### src/design/roa_pkg.sv
// Shared types and constants for the row offset averager.
// No dependencies.
package roa_pkg;

  localparam int CFG_IDX_W  = 3;
  localparam int CFG_DATA_W = 14;

  localparam logic [CFG_IDX_W-1:0] REG_CENTRE_COLUMN     = 3'd0;
  localparam logic [CFG_IDX_W-1:0] REG_VANISH_ROW_OFFSET = 3'd1;
  localparam logic [CFG_IDX_W-1:0] REG_SCREEN_ROWS       = 3'd2;
  localparam logic [CFG_IDX_W-1:0] REG_ROW_SPACING       = 3'd3;
  localparam logic [CFG_IDX_W-1:0] REG_LATERAL_OFFSET    = 3'd4;
  localparam logic [CFG_IDX_W-1:0] REG_HALF_ROWS         = 3'd5;
  localparam logic [CFG_IDX_W-1:0] REG_THRESHOLD_PX      = 3'd6;
  localparam logic [CFG_IDX_W-1:0] REG_RANGE_EXTRA_PX    = 3'd7;

  typedef enum logic [1:0] {
    DIV_PROJ,
    DIV_REM,
    DIV_AVG
  } div_sel_t;

  typedef struct packed {
    logic     load;
    logic     mul;
    logic     div_start;
    div_sel_t div_sel;
    logic     xb_load;
    logic     classify;
    logic     fin;
  } cmd_t;

  typedef struct packed {
    logic cy_zero;
    logic in_range;
    logic need_avg;
    logic div_done;
    logic out_free;
  } status_t;

endpackage

### src/design/roa_div.sv
// Serial restoring divider, one quotient bit per cycle, unsigned operands.
// No dependencies.
module roa_div #(
  parameter int NW = 29,
  parameter int DW = 15
) (
  input  logic          clk,
  input  logic          rst_n,
  input  logic          start,
  input  logic [NW-1:0] num,
  input  logic [DW-1:0] den,
  output logic          done,
  output logic [NW-1:0] quo,
  output logic [DW-1:0] rem
);

  localparam int CW = $clog2(NW + 1);

  logic [NW-1:0] quo_r, quo_nxt;
  logic [DW-1:0] rem_r, rem_nxt, den_r;
  logic [CW-1:0] cnt_r, cnt_nxt;
  logic          busy_r, busy_nxt, done_r, done_nxt;
  logic [DW:0]   sh, diff;

  always_comb begin
    sh       = {rem_r, quo_r[NW-1]};
    diff     = sh - {1'b0, den_r};
    quo_nxt  = quo_r;
    rem_nxt  = rem_r;
    cnt_nxt  = cnt_r;
    busy_nxt = busy_r;
    done_nxt = 1'b0;
    if (start) begin
      quo_nxt  = num;
      rem_nxt  = '0;
      cnt_nxt  = CW'(NW);
      busy_nxt = 1'b1;
    end else if (busy_r) begin
      if (sh >= {1'b0, den_r}) begin
        rem_nxt = diff[DW-1:0];
        quo_nxt = {quo_r[NW-2:0], 1'b1};
      end else begin
        rem_nxt = sh[DW-1:0];
        quo_nxt = {quo_r[NW-2:0], 1'b0};
      end
      cnt_nxt = cnt_r - 1'b1;
      if (cnt_r == CW'(1)) begin
        busy_nxt = 1'b0;
        done_nxt = 1'b1;
      end
    end
  end

  always_ff @(posedge clk) begin
    quo_r <= quo_nxt;
    rem_r <= rem_nxt;
    cnt_r <= cnt_nxt;
    if (start) den_r <= den;
    if (!rst_n) begin
      busy_r <= 1'b0;
      done_r <= 1'b0;
    end else begin
      busy_r <= busy_nxt;
      done_r <= done_nxt;
    end
  end

  assign done = done_r;
  assign quo  = quo_r;
  assign rem  = rem_r;

endmodule

### src/design/roa_ctrl.sv
// Sequencer for the row offset averager: steps one item through the datapath.
// Depends on roa_pkg.
module roa_ctrl (
  input  logic             clk,
  input  logic             rst_n,
  input  logic             in_valid,
  output logic             in_stall,
  input  logic             last,
  input  roa_pkg::status_t sts,
  output roa_pkg::cmd_t    cmd
);

  typedef enum logic [3:0] {
    S_IDLE, S_PREP, S_D1S, S_D1W, S_XB, S_RCHK, S_D2S, S_D2W,
    S_CLS, S_ACHK, S_D3S, S_D3W, S_FIN
  } state_t;

  state_t state_r, state_nxt;

  always_comb begin
    state_nxt = state_r;
    cmd       = '0;
    cmd.div_sel = roa_pkg::DIV_PROJ;
    case (state_r)
      S_IDLE: begin
        if (in_valid) begin
          cmd.load  = 1'b1;
          state_nxt = S_PREP;
        end
      end
      S_PREP: begin
        cmd.mul   = 1'b1;
        state_nxt = sts.cy_zero ? S_CLS : S_D1S;
      end
      S_D1S: begin
        cmd.div_start = 1'b1;
        state_nxt     = S_D1W;
      end
      S_D1W: if (sts.div_done) state_nxt = S_XB;
      S_XB: begin
        cmd.xb_load = 1'b1;
        state_nxt   = S_RCHK;
      end
      S_RCHK: state_nxt = sts.in_range ? S_D2S : S_CLS;
      S_D2S: begin
        cmd.div_start = 1'b1;
        cmd.div_sel   = roa_pkg::DIV_REM;
        state_nxt     = S_D2W;
      end
      S_D2W: if (sts.div_done) state_nxt = S_CLS;
      S_CLS: begin
        cmd.classify = 1'b1;
        state_nxt    = S_ACHK;
      end
      S_ACHK: state_nxt = (last && sts.need_avg) ? S_D3S : S_FIN;
      S_D3S: begin
        cmd.div_start = 1'b1;
        cmd.div_sel   = roa_pkg::DIV_AVG;
        state_nxt     = S_D3W;
      end
      S_D3W: if (sts.div_done) state_nxt = S_FIN;
      S_FIN: begin
        if (sts.out_free) begin
          cmd.fin   = 1'b1;
          state_nxt = S_IDLE;
        end
      end
      default: state_nxt = S_IDLE;
    endcase
  end

  always_ff @(posedge clk) begin
    if (!rst_n) state_r <= S_IDLE;
    else        state_r <= state_nxt;
  end

  assign in_stall = (state_r != S_IDLE);

endmodule

### src/design/roa_dp.sv
// Datapath: configuration, projection, folding, classification, frame sums, counters.
// Depends on roa_pkg and roa_div.
module roa_dp #(
  parameter int MAX_POINTS = 1024
) (
  input  logic                              clk,
  input  logic                              rst_n,
  input  logic                              cfg_wr_en,
  input  logic [roa_pkg::CFG_IDX_W-1:0]     cfg_index,
  input  logic [roa_pkg::CFG_DATA_W-1:0]    cfg_data,
  input  logic [11:0]                       in_point_x,
  input  logic [11:0]                       in_point_y,
  input  logic                              in_last_point,
  input  roa_pkg::cmd_t                     cmd,
  output roa_pkg::status_t                  sts,
  output logic                              last,
  output logic                              out_valid,
  input  logic                              out_stall,
  output logic signed [12:0]                out_delta,
  output logic                              out_projected_ok,
  output logic                              out_within_threshold,
  output logic                              out_within_row_range,
  output logic                              out_frame_done,
  output logic                              out_avg_valid,
  output logic signed [12:0]                out_avg_delta,
  output logic [10:0]                       out_used_points,
  output logic [31:0]                       out_out_range_total,
  output logic [31:0]                       out_in_tolerance_total,
  output logic [31:0]                       out_out_tolerance_total,
  output logic [31:0]                       out_points_total
);

  localparam int CNTW = $clog2(MAX_POINTS + 1);
  localparam int SUMW = 13 + CNTW;
  localparam int NW   = (SUMW > 29) ? SUMW : 29;
  localparam int DW   = (CNTW > 15) ? CNTW : 15;

  logic [10:0] centre_r;
  logic [13:0] vro_r;
  logic [11:0] rows_r, sp_r, thr_r, extra_r;
  logic signed [11:0] lat_r;
  logic [5:0]  hr_r;

  logic [11:0] px_r, py_r;
  logic        last_r;
  logic signed [27:0] prod_r;
  logic signed [28:0] xb_r;
  logic        in_range_r;

  logic signed [SUMW-1:0] sum_r, sum_nxt;
  logic [CNTW-1:0]        cnt_r, cnt_nxt;
  logic [31:0] orc_r, itc_r, otc_r, seen_r;

  logic signed [12:0] d_r;
  logic proj_r, thr_ok_r, rng_ok_r;

  // projection operands
  logic signed [12:0] cx;
  logic [14:0]        cy, depth;
  logic signed [28:0] prod_w;
  logic [17:0]        sp_hr;
  logic [15:0]        rb_u;
  logic signed [15:0] rb;
  logic [28:0]        xb_abs;
  logic signed [28:0] q_s;
  logic               in_range_w;

  assign cx     = $signed({1'b0, px_r}) - $signed({2'b00, centre_r});
  assign cy     = {3'b000, py_r} + {1'b0, vro_r};
  assign depth  = {3'b000, rows_r} + {1'b0, vro_r};
  assign prod_w = $signed({14'b0, depth}) * 29'(cx);
  assign sp_hr  = {6'b0, sp_r} * {12'b0, hr_r};
  assign rb_u   = sp_hr[15:0] + {5'b0, sp_r[11:1]};
  assign rb     = $signed(rb_u);
  assign xb_abs = xb_r[28] ? 29'(-xb_r) : 29'(xb_r);
  assign in_range_w = !rb[15] && (rb != 16'sd0) && (xb_abs < {13'b0, rb_u});

  // divider
  logic [NW-1:0] div_num, div_q;
  logic [DW-1:0] div_den, div_r;
  logic [27:0]   prod_abs;
  logic [SUMW-1:0] sum_abs;
  logic          div_done;

  assign prod_abs = prod_r[27] ? 28'(-prod_r) : 28'(prod_r);
  assign sum_abs  = sum_r[SUMW-1] ? SUMW'(-sum_r) : SUMW'(sum_r);

  always_comb begin
    case (cmd.div_sel)
      roa_pkg::DIV_PROJ: begin
        div_num = NW'(prod_abs);
        div_den = DW'(cy);
      end
      roa_pkg::DIV_REM: begin
        div_num = NW'(xb_abs);
        div_den = DW'(sp_r);
      end
      roa_pkg::DIV_AVG: begin
        div_num = NW'(sum_abs);
        div_den = DW'(cnt_r);
      end
      default: begin
        div_num = '0;
        div_den = '0;
      end
    endcase
  end

  roa_div #(.NW(NW), .DW(DW)) u_div (
    .clk   (clk),
    .rst_n (rst_n),
    .start (cmd.div_start),
    .num   (div_num),
    .den   (div_den),
    .done  (div_done),
    .quo   (div_q),
    .rem   (div_r)
  );

  assign q_s = prod_r[27] ? -$signed({1'b0, div_q[27:0]}) : $signed({1'b0, div_q[27:0]});

  // fold and classify
  logic               proj_w;
  logic signed [13:0] r_s, half_s, sp_s, fold;
  logic signed [12:0] d_w;
  logic [12:0]        ad;
  logic               thr_w, rng_w;

  assign proj_w = (cy != 15'd0) && in_range_r;
  assign half_s = $signed({3'b000, sp_r[11:1]});
  assign sp_s   = $signed({2'b00, sp_r});
  assign r_s    = xb_r[28] ? -$signed({2'b00, div_r[11:0]}) : $signed({2'b00, div_r[11:0]});

  always_comb begin
    if (r_s >= half_s)       fold = r_s - sp_s;
    else if (r_s <= -half_s) fold = r_s + sp_s;
    else                     fold = r_s;
  end

  assign d_w   = proj_w ? fold[12:0] : 13'sd0;
  assign ad    = d_w[12] ? 13'(-d_w) : 13'(d_w);
  assign thr_w = proj_w && (ad <= {1'b0, thr_r});
  assign rng_w = proj_w && ((extra_r == 12'd0) || (ad <= ({1'b0, thr_r} + {1'b0, extra_r})));

  always_comb begin
    sum_nxt = sum_r;
    cnt_nxt = cnt_r;
    if (cmd.classify && rng_w && (32'(cnt_r) < 32'(MAX_POINTS))) begin
      sum_nxt = sum_r + SUMW'(d_w);
      cnt_nxt = cnt_r + 1'b1;
    end
    if (cmd.fin && last_r) begin
      sum_nxt = '0;
      cnt_nxt = '0;
    end
  end

  // average sign
  logic signed [12:0] avg_w;
  assign avg_w = sum_r[SUMW-1] ? 13'(-div_q[12:0]) : div_q[12:0];

  logic [31:0] used_w;
  assign used_w = 32'(cnt_r);

  // range flag is taken the cycle after xb is loaded
  logic sts_rchk, xb_loaded_r;
  assign sts_rchk = xb_loaded_r;
  always_ff @(posedge clk) begin
    if (!rst_n) xb_loaded_r <= 1'b0;
    else        xb_loaded_r <= cmd.xb_load;
  end

  always_ff @(posedge clk) begin
    if (cmd.load) begin
      px_r   <= in_point_x;
      py_r   <= in_point_y;
      last_r <= in_last_point;
    end
    if (cmd.mul) prod_r <= prod_w[27:0];
    if (cmd.xb_load) xb_r <= q_s - 29'(lat_r);
    if (cmd.classify) begin
      d_r      <= d_w;
      proj_r   <= proj_w;
      thr_ok_r <= thr_w;
      rng_ok_r <= rng_w;
    end
    if (cmd.fin) begin
      out_delta            <= d_r;
      out_projected_ok     <= proj_r;
      out_within_threshold <= thr_ok_r;
      out_within_row_range <= rng_ok_r;
      out_frame_done       <= last_r;
      out_avg_valid        <= last_r && (cnt_r != '0);
      out_avg_delta        <= (last_r && (cnt_r != '0)) ? avg_w : 13'sd0;
      out_used_points      <= used_w[10:0];
      out_out_range_total  <= orc_r;
      out_in_tolerance_total  <= itc_r;
      out_out_tolerance_total <= otc_r;
      out_points_total     <= seen_r;
    end
    if (!rst_n) begin
      centre_r   <= 11'd320;
      vro_r      <= 14'd100;
      rows_r     <= 12'd480;
      sp_r       <= 12'd100;
      lat_r      <= 12'sd0;
      hr_r       <= 6'd2;
      thr_r      <= 12'd10;
      extra_r    <= 12'd0;
      in_range_r <= 1'b0;
      sum_r      <= '0;
      cnt_r      <= '0;
      orc_r      <= '0;
      itc_r      <= '0;
      otc_r      <= '0;
      seen_r     <= '0;
      out_valid  <= 1'b0;
    end else begin
      if (cfg_wr_en) begin
        case (cfg_index)
          roa_pkg::REG_CENTRE_COLUMN:     centre_r <= cfg_data[10:0];
          roa_pkg::REG_VANISH_ROW_OFFSET: vro_r    <= cfg_data[13:0];
          roa_pkg::REG_SCREEN_ROWS:       rows_r   <= cfg_data[11:0];
          roa_pkg::REG_ROW_SPACING:       sp_r     <= cfg_data[11:0];
          roa_pkg::REG_LATERAL_OFFSET:    lat_r    <= $signed(cfg_data[11:0]);
          roa_pkg::REG_HALF_ROWS:         hr_r     <= cfg_data[5:0];
          roa_pkg::REG_THRESHOLD_PX:      thr_r    <= cfg_data[11:0];
          roa_pkg::REG_RANGE_EXTRA_PX:    extra_r  <= cfg_data[11:0];
          default: ;
        endcase
      end
      if (cmd.load) in_range_r <= 1'b0;
      else if (cmd.xb_load) in_range_r <= 1'b0;
      else if (sts_rchk) in_range_r <= in_range_w;
      sum_r <= sum_nxt;
      cnt_r <= cnt_nxt;
      if (cmd.classify) begin
        seen_r <= seen_r + 32'd1;
        if (!rng_w)     orc_r <= orc_r + 32'd1;
        else if (thr_w) itc_r <= itc_r + 32'd1;
        else            otc_r <= otc_r + 32'd1;
      end
      if (cmd.fin)                     out_valid <= 1'b1;
      else if (out_valid && !out_stall) out_valid <= 1'b0;
    end
  end

  assign last = last_r;

  always_comb begin
    sts          = '0;
    sts.cy_zero  = (cy == 15'd0);
    sts.in_range = in_range_w;
    sts.need_avg = (cnt_r != '0);
    sts.div_done = div_done;
    sts.out_free = !out_valid || !out_stall;
  end

endmodule

### src/design/row_offset_averager.sv
// Row offset averager top level: controller plus datapath.
// Depends on roa_pkg, roa_ctrl, roa_dp, roa_div.
// Items are handled one at a time: a projected in-range point takes two serial divisions of
// 29 bits on the shared divider, and a frame's last item that carries an average adds a third;
// a point out of range skips the second division, and one on the vanishing row skips both.
// A new item is taken only once the previous result has gone to the output; a stalled result holds it.
// Reset: synchronous active-low rst_n restores register defaults and clears the frame sum and point counters.
module row_offset_averager #(
  parameter int MAX_POINTS = 1024
) (
  input  logic                           clk,
  input  logic                           rst_n,
  input  logic                           cfg_wr_en,
  input  logic [roa_pkg::CFG_IDX_W-1:0]  cfg_index,
  input  logic [roa_pkg::CFG_DATA_W-1:0] cfg_data,
  input  logic                           in_valid,
  output logic                           in_stall,
  input  logic [11:0]                    in_point_x,
  input  logic [11:0]                    in_point_y,
  input  logic                           in_last_point,
  output logic                           out_valid,
  input  logic                           out_stall,
  output logic signed [12:0]             out_delta,
  output logic                           out_projected_ok,
  output logic                           out_within_threshold,
  output logic                           out_within_row_range,
  output logic                           out_frame_done,
  output logic                           out_avg_valid,
  output logic signed [12:0]             out_avg_delta,
  output logic [10:0]                    out_used_points,
  output logic [31:0]                    out_out_range_total,
  output logic [31:0]                    out_in_tolerance_total,
  output logic [31:0]                    out_out_tolerance_total,
  output logic [31:0]                    out_points_total
);

  roa_pkg::cmd_t    cmd;
  roa_pkg::status_t sts;
  logic             last;

  roa_ctrl u_ctrl (
    .clk      (clk),
    .rst_n    (rst_n),
    .in_valid (in_valid),
    .in_stall (in_stall),
    .last     (last),
    .sts      (sts),
    .cmd      (cmd)
  );

  roa_dp #(.MAX_POINTS(MAX_POINTS)) u_dp (
    .clk                     (clk),
    .rst_n                   (rst_n),
    .cfg_wr_en               (cfg_wr_en),
    .cfg_index               (cfg_index),
    .cfg_data                (cfg_data),
    .in_point_x              (in_point_x),
    .in_point_y              (in_point_y),
    .in_last_point           (in_last_point),
    .cmd                     (cmd),
    .sts                     (sts),
    .last                    (last),
    .out_valid               (out_valid),
    .out_stall               (out_stall),
    .out_delta               (out_delta),
    .out_projected_ok        (out_projected_ok),
    .out_within_threshold    (out_within_threshold),
    .out_within_row_range    (out_within_row_range),
    .out_frame_done          (out_frame_done),
    .out_avg_valid           (out_avg_valid),
    .out_avg_delta           (out_avg_delta),
    .out_used_points         (out_used_points),
    .out_out_range_total     (out_out_range_total),
    .out_in_tolerance_total  (out_in_tolerance_total),
    .out_out_tolerance_total (out_out_tolerance_total),
    .out_points_total        (out_points_total)
  );

endmodule

### config.mk
export PLATFORM = sky130hd
export DESIGN_NAME = row_offset_averager
export DESIGN_NICKNAME = d
export VERILOG_FILES = /design/src/design/roa_pkg.sv /design/src/design/roa_div.sv /design/src/design/roa_ctrl.sv /design/src/design/roa_dp.sv /design/src/design/row_offset_averager.sv
export SDC_FILE = /design/constraint.sdc
export NUM_CORES = 2
export LEC_CHECK = 0
export BUFFER_PORTS_ARGS = -buffer_cell sky130_fd_sc_hd__buf_2
export CELL_PAD_IN_SITES_DETAIL_PLACEMENT = 0
export CELL_PAD_IN_SITES_GLOBAL_PLACEMENT = 1
export CORE_MARGIN = 8
export CORE_UTILIZATION = 53
export CTS_CLUSTER_DIAMETER = 30
export DETAILED_ROUTE_END_ITERATION = 12
export PLACE_DENSITY = 0.95
export SLEW_MARGIN = 30
export SYNTH_ARGS = -nofsm -noshare
export SYNTH_HDL_FRONTEND = slang
export SYNTH_SLANG_ARGS = --single-unit
### constraint.sdc
create_clock -name clk -period 23.2 [get_ports clk]
set_input_delay 4.64 -clock clk [delete_from_list [all_inputs] [get_ports clk]]
set_output_delay 4.64 -clock clk [all_outputs]
set_load 0.005 [all_outputs]
---- Word level (Yosys, flattened, before mapping) ----
Index checks and enable logic that the tools add are counted.
word-level totals
  bits in registers ....................... 595
  input bits .............................. 47
  output and inout bits ................... 172
operators by class
  add/subtract/negate cells ............... 24
  $mul .................................... 2
  $lt $le $gt $ge ......................... 7
  equality and inequality tests ........... 27
  mux-type cells .......................... 40
  bitwise gates (word level) .............. 4
  reductions and logical operators ........ 42
operator list
  operator                                        count
  adder 32 x 1 -> 32 bit (second input constant)  4
  two-way mux 29 bit                              4
  one-hot mux 29 bit (3 select lines)             1
  two-way mux 13 bit                              5
  one-hot mux 4 bit (13 select lines)             1
  one-hot mux 15 bit (3 select lines)             1
  adder 12 x 14 -> 15 bit                         2
  less-than comparator 29 x 16 -> 1 bit           1
  negator 28 -> 29 bit                            1
  negator 29 bit                                  1
  subtractor 29 x 12 -> 29 bit                    1
  multiplier 16 x 13 -> 28 bit                    1
  two-way mux 28 bit                              1
  two-way mux 4 bit                               7
  negator 28 bit                                  1
  negator 13 bit                                  2
  adder 24 x 13 -> 24 bit                         1
  two-way mux 24 bit                              1
  negator 24 bit                                  1
  == test 4 bit (second input constant)           5
  AND reduction 2 bit                             9
  adder 16 x 11 -> 16 bit                         1
  == test 4 x 3 -> 1 bit (second input constant)  4
  greater-or-equal comparator 16 x 15 -> 1 bit    1
  48 further kinds                                89

---- Depth between registers and ports, before layout ----
  depth in word-level cells ............... 13
  gate-level depth with buffers ........... 37
  gate-level depth less buffers ........... 36

---- Modules after synthesis ----
Synthesis repeated with hierarchy kept, for this count alone.
unflattened totals
  cells, all modules ...................... 4665
  area, all modules ....................... 43307.8 um^2
modules (own cells, without submodules)
  module    times used  cells an instance  area each (um^2)  sequential area each (um^2)
  roa_dp    1           4313               39495.4           13192.7
  roa_div   1           297                3440.8            1761.7
  roa_ctrl  1           55                 371.6             80.1

---- Worst setup path after synthesis ----
No wires, ideal clock.
  path type ............................... input -> register
  start ................................... input port out_stall
  end ..................................... register u_dp.cnt_r[10]
  setup time .............................. 0.128 ns
  arrival time ............................ 13.940 ns
  path slack .............................. 9.133 ns
  cell stages on the path ................. 5
  path buffers ............................ 1
  cells stage by stage .................... a21oi_1 -> nand2_1 -> nand2_1 -> clkbuf_1 -> nor2_1
on the way
  longest elaborated chain between the ends .. 6
ends and longest elaborated chain
  element                       RTL line                   source
  from (decl)                   row_offset_averager.sv:22  input logic out_stall,
  logical NOT 1 bit             roa_dp.sv:256              sts.out_free = !out_valid || !out_stall;
  logical OR 1 bit              roa_dp.sv:256
  two-way mux 1 bit             roa_ctrl.sv:63             if (sts.out_free) begin
  two-way mux 1 bit             roa_ctrl.sv:24             case (state_r)
  logical AND 1 bit             roa_dp.sv:152              if (cmd.fin && last_r) begin
  OR reduction 2 bit (no line)  --
  to (signal assigned)          roa_dp.sv:236              cnt_r <= cnt_nxt;
  to (decl)                     roa_dp.sv:51               logic [CNTW-1:0] cnt_r, cnt_nxt;
Every way passes these cells.
A chain may end at the register's enable or synchronous reset.

---- Worst setup path in the final report ----
  start ................................... register u_dp.vro_r[1]
  end ..................................... register u_dp.prod_r[27], data pin
on the way
  longest elaborated chain between the ends .. 2
ends and longest elaborated chain
  element                       RTL line       source
  from (decl)                   roa_dp.sv:39   logic [13:0] vro_r;
  from (signal assigned)        roa_dp.sv:222  roa_pkg::REG_VANISH_ROW_OFFSET: vro_r <= cfg_data[13:0];
  adder 12 x 14 -> 15 bit       roa_dp.sv:70   assign depth = {3'b000, rows_r} + {1'b0, vro_r};
  multiplier 16 x 13 -> 28 bit  roa_dp.sv:71   assign prod_w = $signed({14'b0, depth}) * 29'(cx);
  named net u_dp.prod_w[27]     roa_dp.sv:60   logic signed [28:0] prod_w;
  to (signal assigned)          roa_dp.sv:179  if (cmd.mul) prod_r <= prod_w[27:0];
  to (decl)                     roa_dp.sv:46   logic signed [27:0] prod_r;
The timed path passes the listed nets, and every way through them passes these cells.

==> impl_metrics.toml <==
[run_status]
status = "complete, no violations"

[finish]
n_antenna_cell = 0
layoutNonFillerInstCount = 5793
areaGrowthSynthToFinish_pct = 14.8
drive_gt1_share_pct = 11.2
mostFrequentLayoutCell = "nand2_1"
layout_common_cells = "589 x nand2_1, 399 x inv_1, 341 x ha_1"
multi_input_area_sq_mm = 0.0245
fillers = 6509
nNetsFinal = 5243
final_util_pct = 61.5
final-seq-area_sq_mm = 0.0150

[power_and_ir_drop]
power_leakage_nw = 20.2
intPower_mw = 3.20
pwr-share-seq_pct = 24.5
p_clk_share_pct = 30.9
power.density_mw_per_mm2 = 111
p_sw_share_pct = 39.8
ir_worst_vdd_v = 0.000128
power_frac_comb_pct = 44.7
switchingPower_mw = 2.12

[worst_setup_path]
cp_slowest_cell = "xor2_1"
cp_num_buf_inv = 5
cp_data_required_time_ns = 23.61
cpLargestDelayFamily = "adder cells"
critPathMaxStageDelay_ns = 0.77
worstSetupEndpointType = "flip-flop"
startpoint = "u_dp.vro_r[1]$_SDFFE_PN0P_"
crit_arrival_ns = 9.63
worstPathMaxFanout = 9
path_class = "reg -> reg"
reg2reg_from = "u_dp.vro_r[1]$_SDFFE_PN0P_"
worst_setup_path_start_kind = "flip-flop"
critPathMostFrequentCell = "fa_1"
regToRegSetupSlack_ns = 13.99

[synthesis]
netlist_instances = 4442
ys_ff_latch = 595
ys_seq_area_share_pct = 36.2
synth_area_per_cell_sq_um = 9.36
netlist.area_leader.share_pct = 22.5
synth_area_leaders = "edfxtp_1 23%, dfxtp_1 14%, ha_1 10%, fa_1 9.6%, nand2_1 5.3%"
synthArstFlopShare_pct = 0
synth_edf_count = 312
yosysTopAreaCell = "edfxtp_1"
synth_cell_types = 94
synth_flop_cell = "edfxtp_1"
syn_nets = 5030
synth_warnings = 0
netlist_area_sq_mm = 0.0416

[sta]
fmax_mhz = 109
hold_viol = 0
maxSlewHeadroom_pct = 34.8
final.setup.tns_ns = 0
hold_ws_ns = 0.417
rsz0062_at_grt = "no"
setup_violations = 0
period_needed_ns = 9.21
tightest_slew_ns = 0.974
clock_skew_ns = 0.0432
drv_slew = 0
finalCritPeriodShare_pct = 39.7

[die]
coreArea_sq_mm = 0.0776
fp.dieW_um = 296
start_util_pct = 53.6
io_pins = 219
die-area_sq_mm = 0.0877
rows = 102
die_y_um = 296

[placed_design]
numPortBuffers = 218
dp_hpwl_mm = 83.8
gp_congestion = 0.936
dp.cells = 5580

[clocking]
tritoncts = "yes"
post-cts-setup-buffers = 0
ctsHoldBuffers = 0
cts_sinks = 595
path_clk_slew_ns = 0.06
postCtsResizedCells = 0
h-tree-depth = 3
cts_buffers = 112
clk_path_buf_depth = 3
root_buffer = "clkbuf_16"
clk_latency_ns = 0.67

[routing]
ant_nets = 0
vias_per_cell = 5.74
vias = 33200
drc = 0
drtIter0Drc = 2753
firstDrtPassIters = 7
wl_per_cell_um = 19.4
routed_wl_mm = 112

[grt]
gr-total-overflow = 0
grt_use_total_pct = 25.2
grt_pass1_wl_mm = 177
antenna_found_initial = 0
grt_max_degree = 172
grt_pass1_vias = 32600

[min_path]
worstHoldStart = "u_dp.d_r[5]$_DFFE_PP_"
hold_path.class = "reg -> reg"

[job]
maxCapViolCount = 0
worst paths after layout:
kind	to	depth (start not counted)
setup / recovery	u_dp.prod_r[27]$_DFFE_PN_	32
hold / removal	u_dp.out_delta[5]$_DFFE_PP_	0
setup reg to reg	u_dp.prod_r[27]$_DFFE_PN_	32
hold reg to reg	u_dp.out_delta[5]$_DFFE_PP_	0
state kept, by name (all words and copies together) (netlist names), 13 cells and up:
signal / cells
u_dp.u_div.rem: 15
u_dp.sum_r: 24
u_dp.u_div.quo: 29
u_dp.xb_r: 29
u_dp.d_r: 13
u_dp.out_avg_delta: 13
u_dp.out_delta: 13
u_dp.out_out_range_total: 32
u_dp.prod_r: 28
u_dp.otc_r: 32
u_dp.seen_r: 32
u_dp.out_points_total: 32
u_dp.out_out_tolerance_total: 32
u_dp.out_in_tolerance_total: 32
u_dp.orc_r: 32
u_dp.itc_r: 32
u_dp.vro_r: 14
u_dp.u_div.den_r: 15
kinds of logic after synthesis:
logic type / Yosys count / share of synthesized area, %
xor gates and xnor gates: 352 / 7.41
and+or+nand+nor: 1519 / 17.4
AOI/OAI and AO/OA: 810 / 12.5
muxes: 60 / 1.45
adders and majority gates: 541 / 19.9
buffers and inverters: 565 / 5.15
DFF: 595 / 36.2
stage by stage:
stage	area (sq um)	power, mW	setup slack, ns
6_report	47800	5.32	13.99
3_5_place_dp	43800	3.65	14.10
4_1_cts	47700	5.32	14.08
3_3_place_gp	43700	3.63	14.33
2_1_floorplan	41600	3.09	9.13
5_1_grt	47800	5.67	13.23
power groups by stage:
stage               registers (mW)  logic [mW]  clock network [mW]
CTS                           1.30        2.36                1.66
detailed placement            1.32        2.34                   0
floorplan                     1.29        1.81                   0
global route                  1.31        2.65                1.71
global placement              1.32        2.31                   0
finish                        1.30        2.37                1.64
cell usage after synthesis (8+ instances only):
cell / n
nand2_1: 589
inv_1: 400
ha_1: 341
edfxtp_1: 312
nor2_1: 290
dfxtp_1: 283
a21oi_1: 271
xnor2_1: 225
fa_1: 200
o21ai_0: 164
clkbuf_1: 153
xor2_1: 127
and2_1: 102
nand3_1: 96
nand2b_1: 71
nor3_1: 60
o31ai_1: 59
mux2i_1: 57
and3_1: 52
nor2b_1: 50
or3_1: 47
a21o_1: 45
nand4_1: 44
or4_1: 36
o21a_1: 30
nor4_1: 28
o21bai_1: 25
a211oi_1: 23
or2_2: 22
o41ai_1: 21
o22ai_1: 20
a221oi_1: 16
o211ai_1: 14
a21boi_0: 11
a222oi_1: 11
a31oi_1: 10
a22oi_1: 9
nand3b_1: 9
o31a_1: 8
per-layer routing:
| layer | share of wire [%] | GRT usage (%) | vias to the layer above |
|---|---|---|---|
| li1 | - | - | 15800 |
| met5 | 0 | 0 | - |
| met4 | 5.1 | 12.6 | 0 |
| met2 | 47 | 42.1 | 1174 |
| met1 | 41 | 31.6 | 16000 |
| met3 | 7.3 | 4.27 | 248 |
worst reg2reg max path: cells and delay by family, from the launching register on:
kind            cells  cell delay, ns
compound gates     16            3.56
flops               1            0.42
fa+ha+maj           8            3.64
xor+xnor            2            0.91
buf+inv             5            0.25
simple gates        1            0.16
cell type report:
class                      instances  share of cell area [%]
clock buffer                     125                    6.19
clock inverter                    87                    2.08
inverter                         401                    3.16
multi-input combinational       3282                    51.3
sequential                       595                    31.5
tap                             1040                    2.73
timing repair buffer             263                    3.07
No activity file was read; power rests on OpenSTA's default activity.
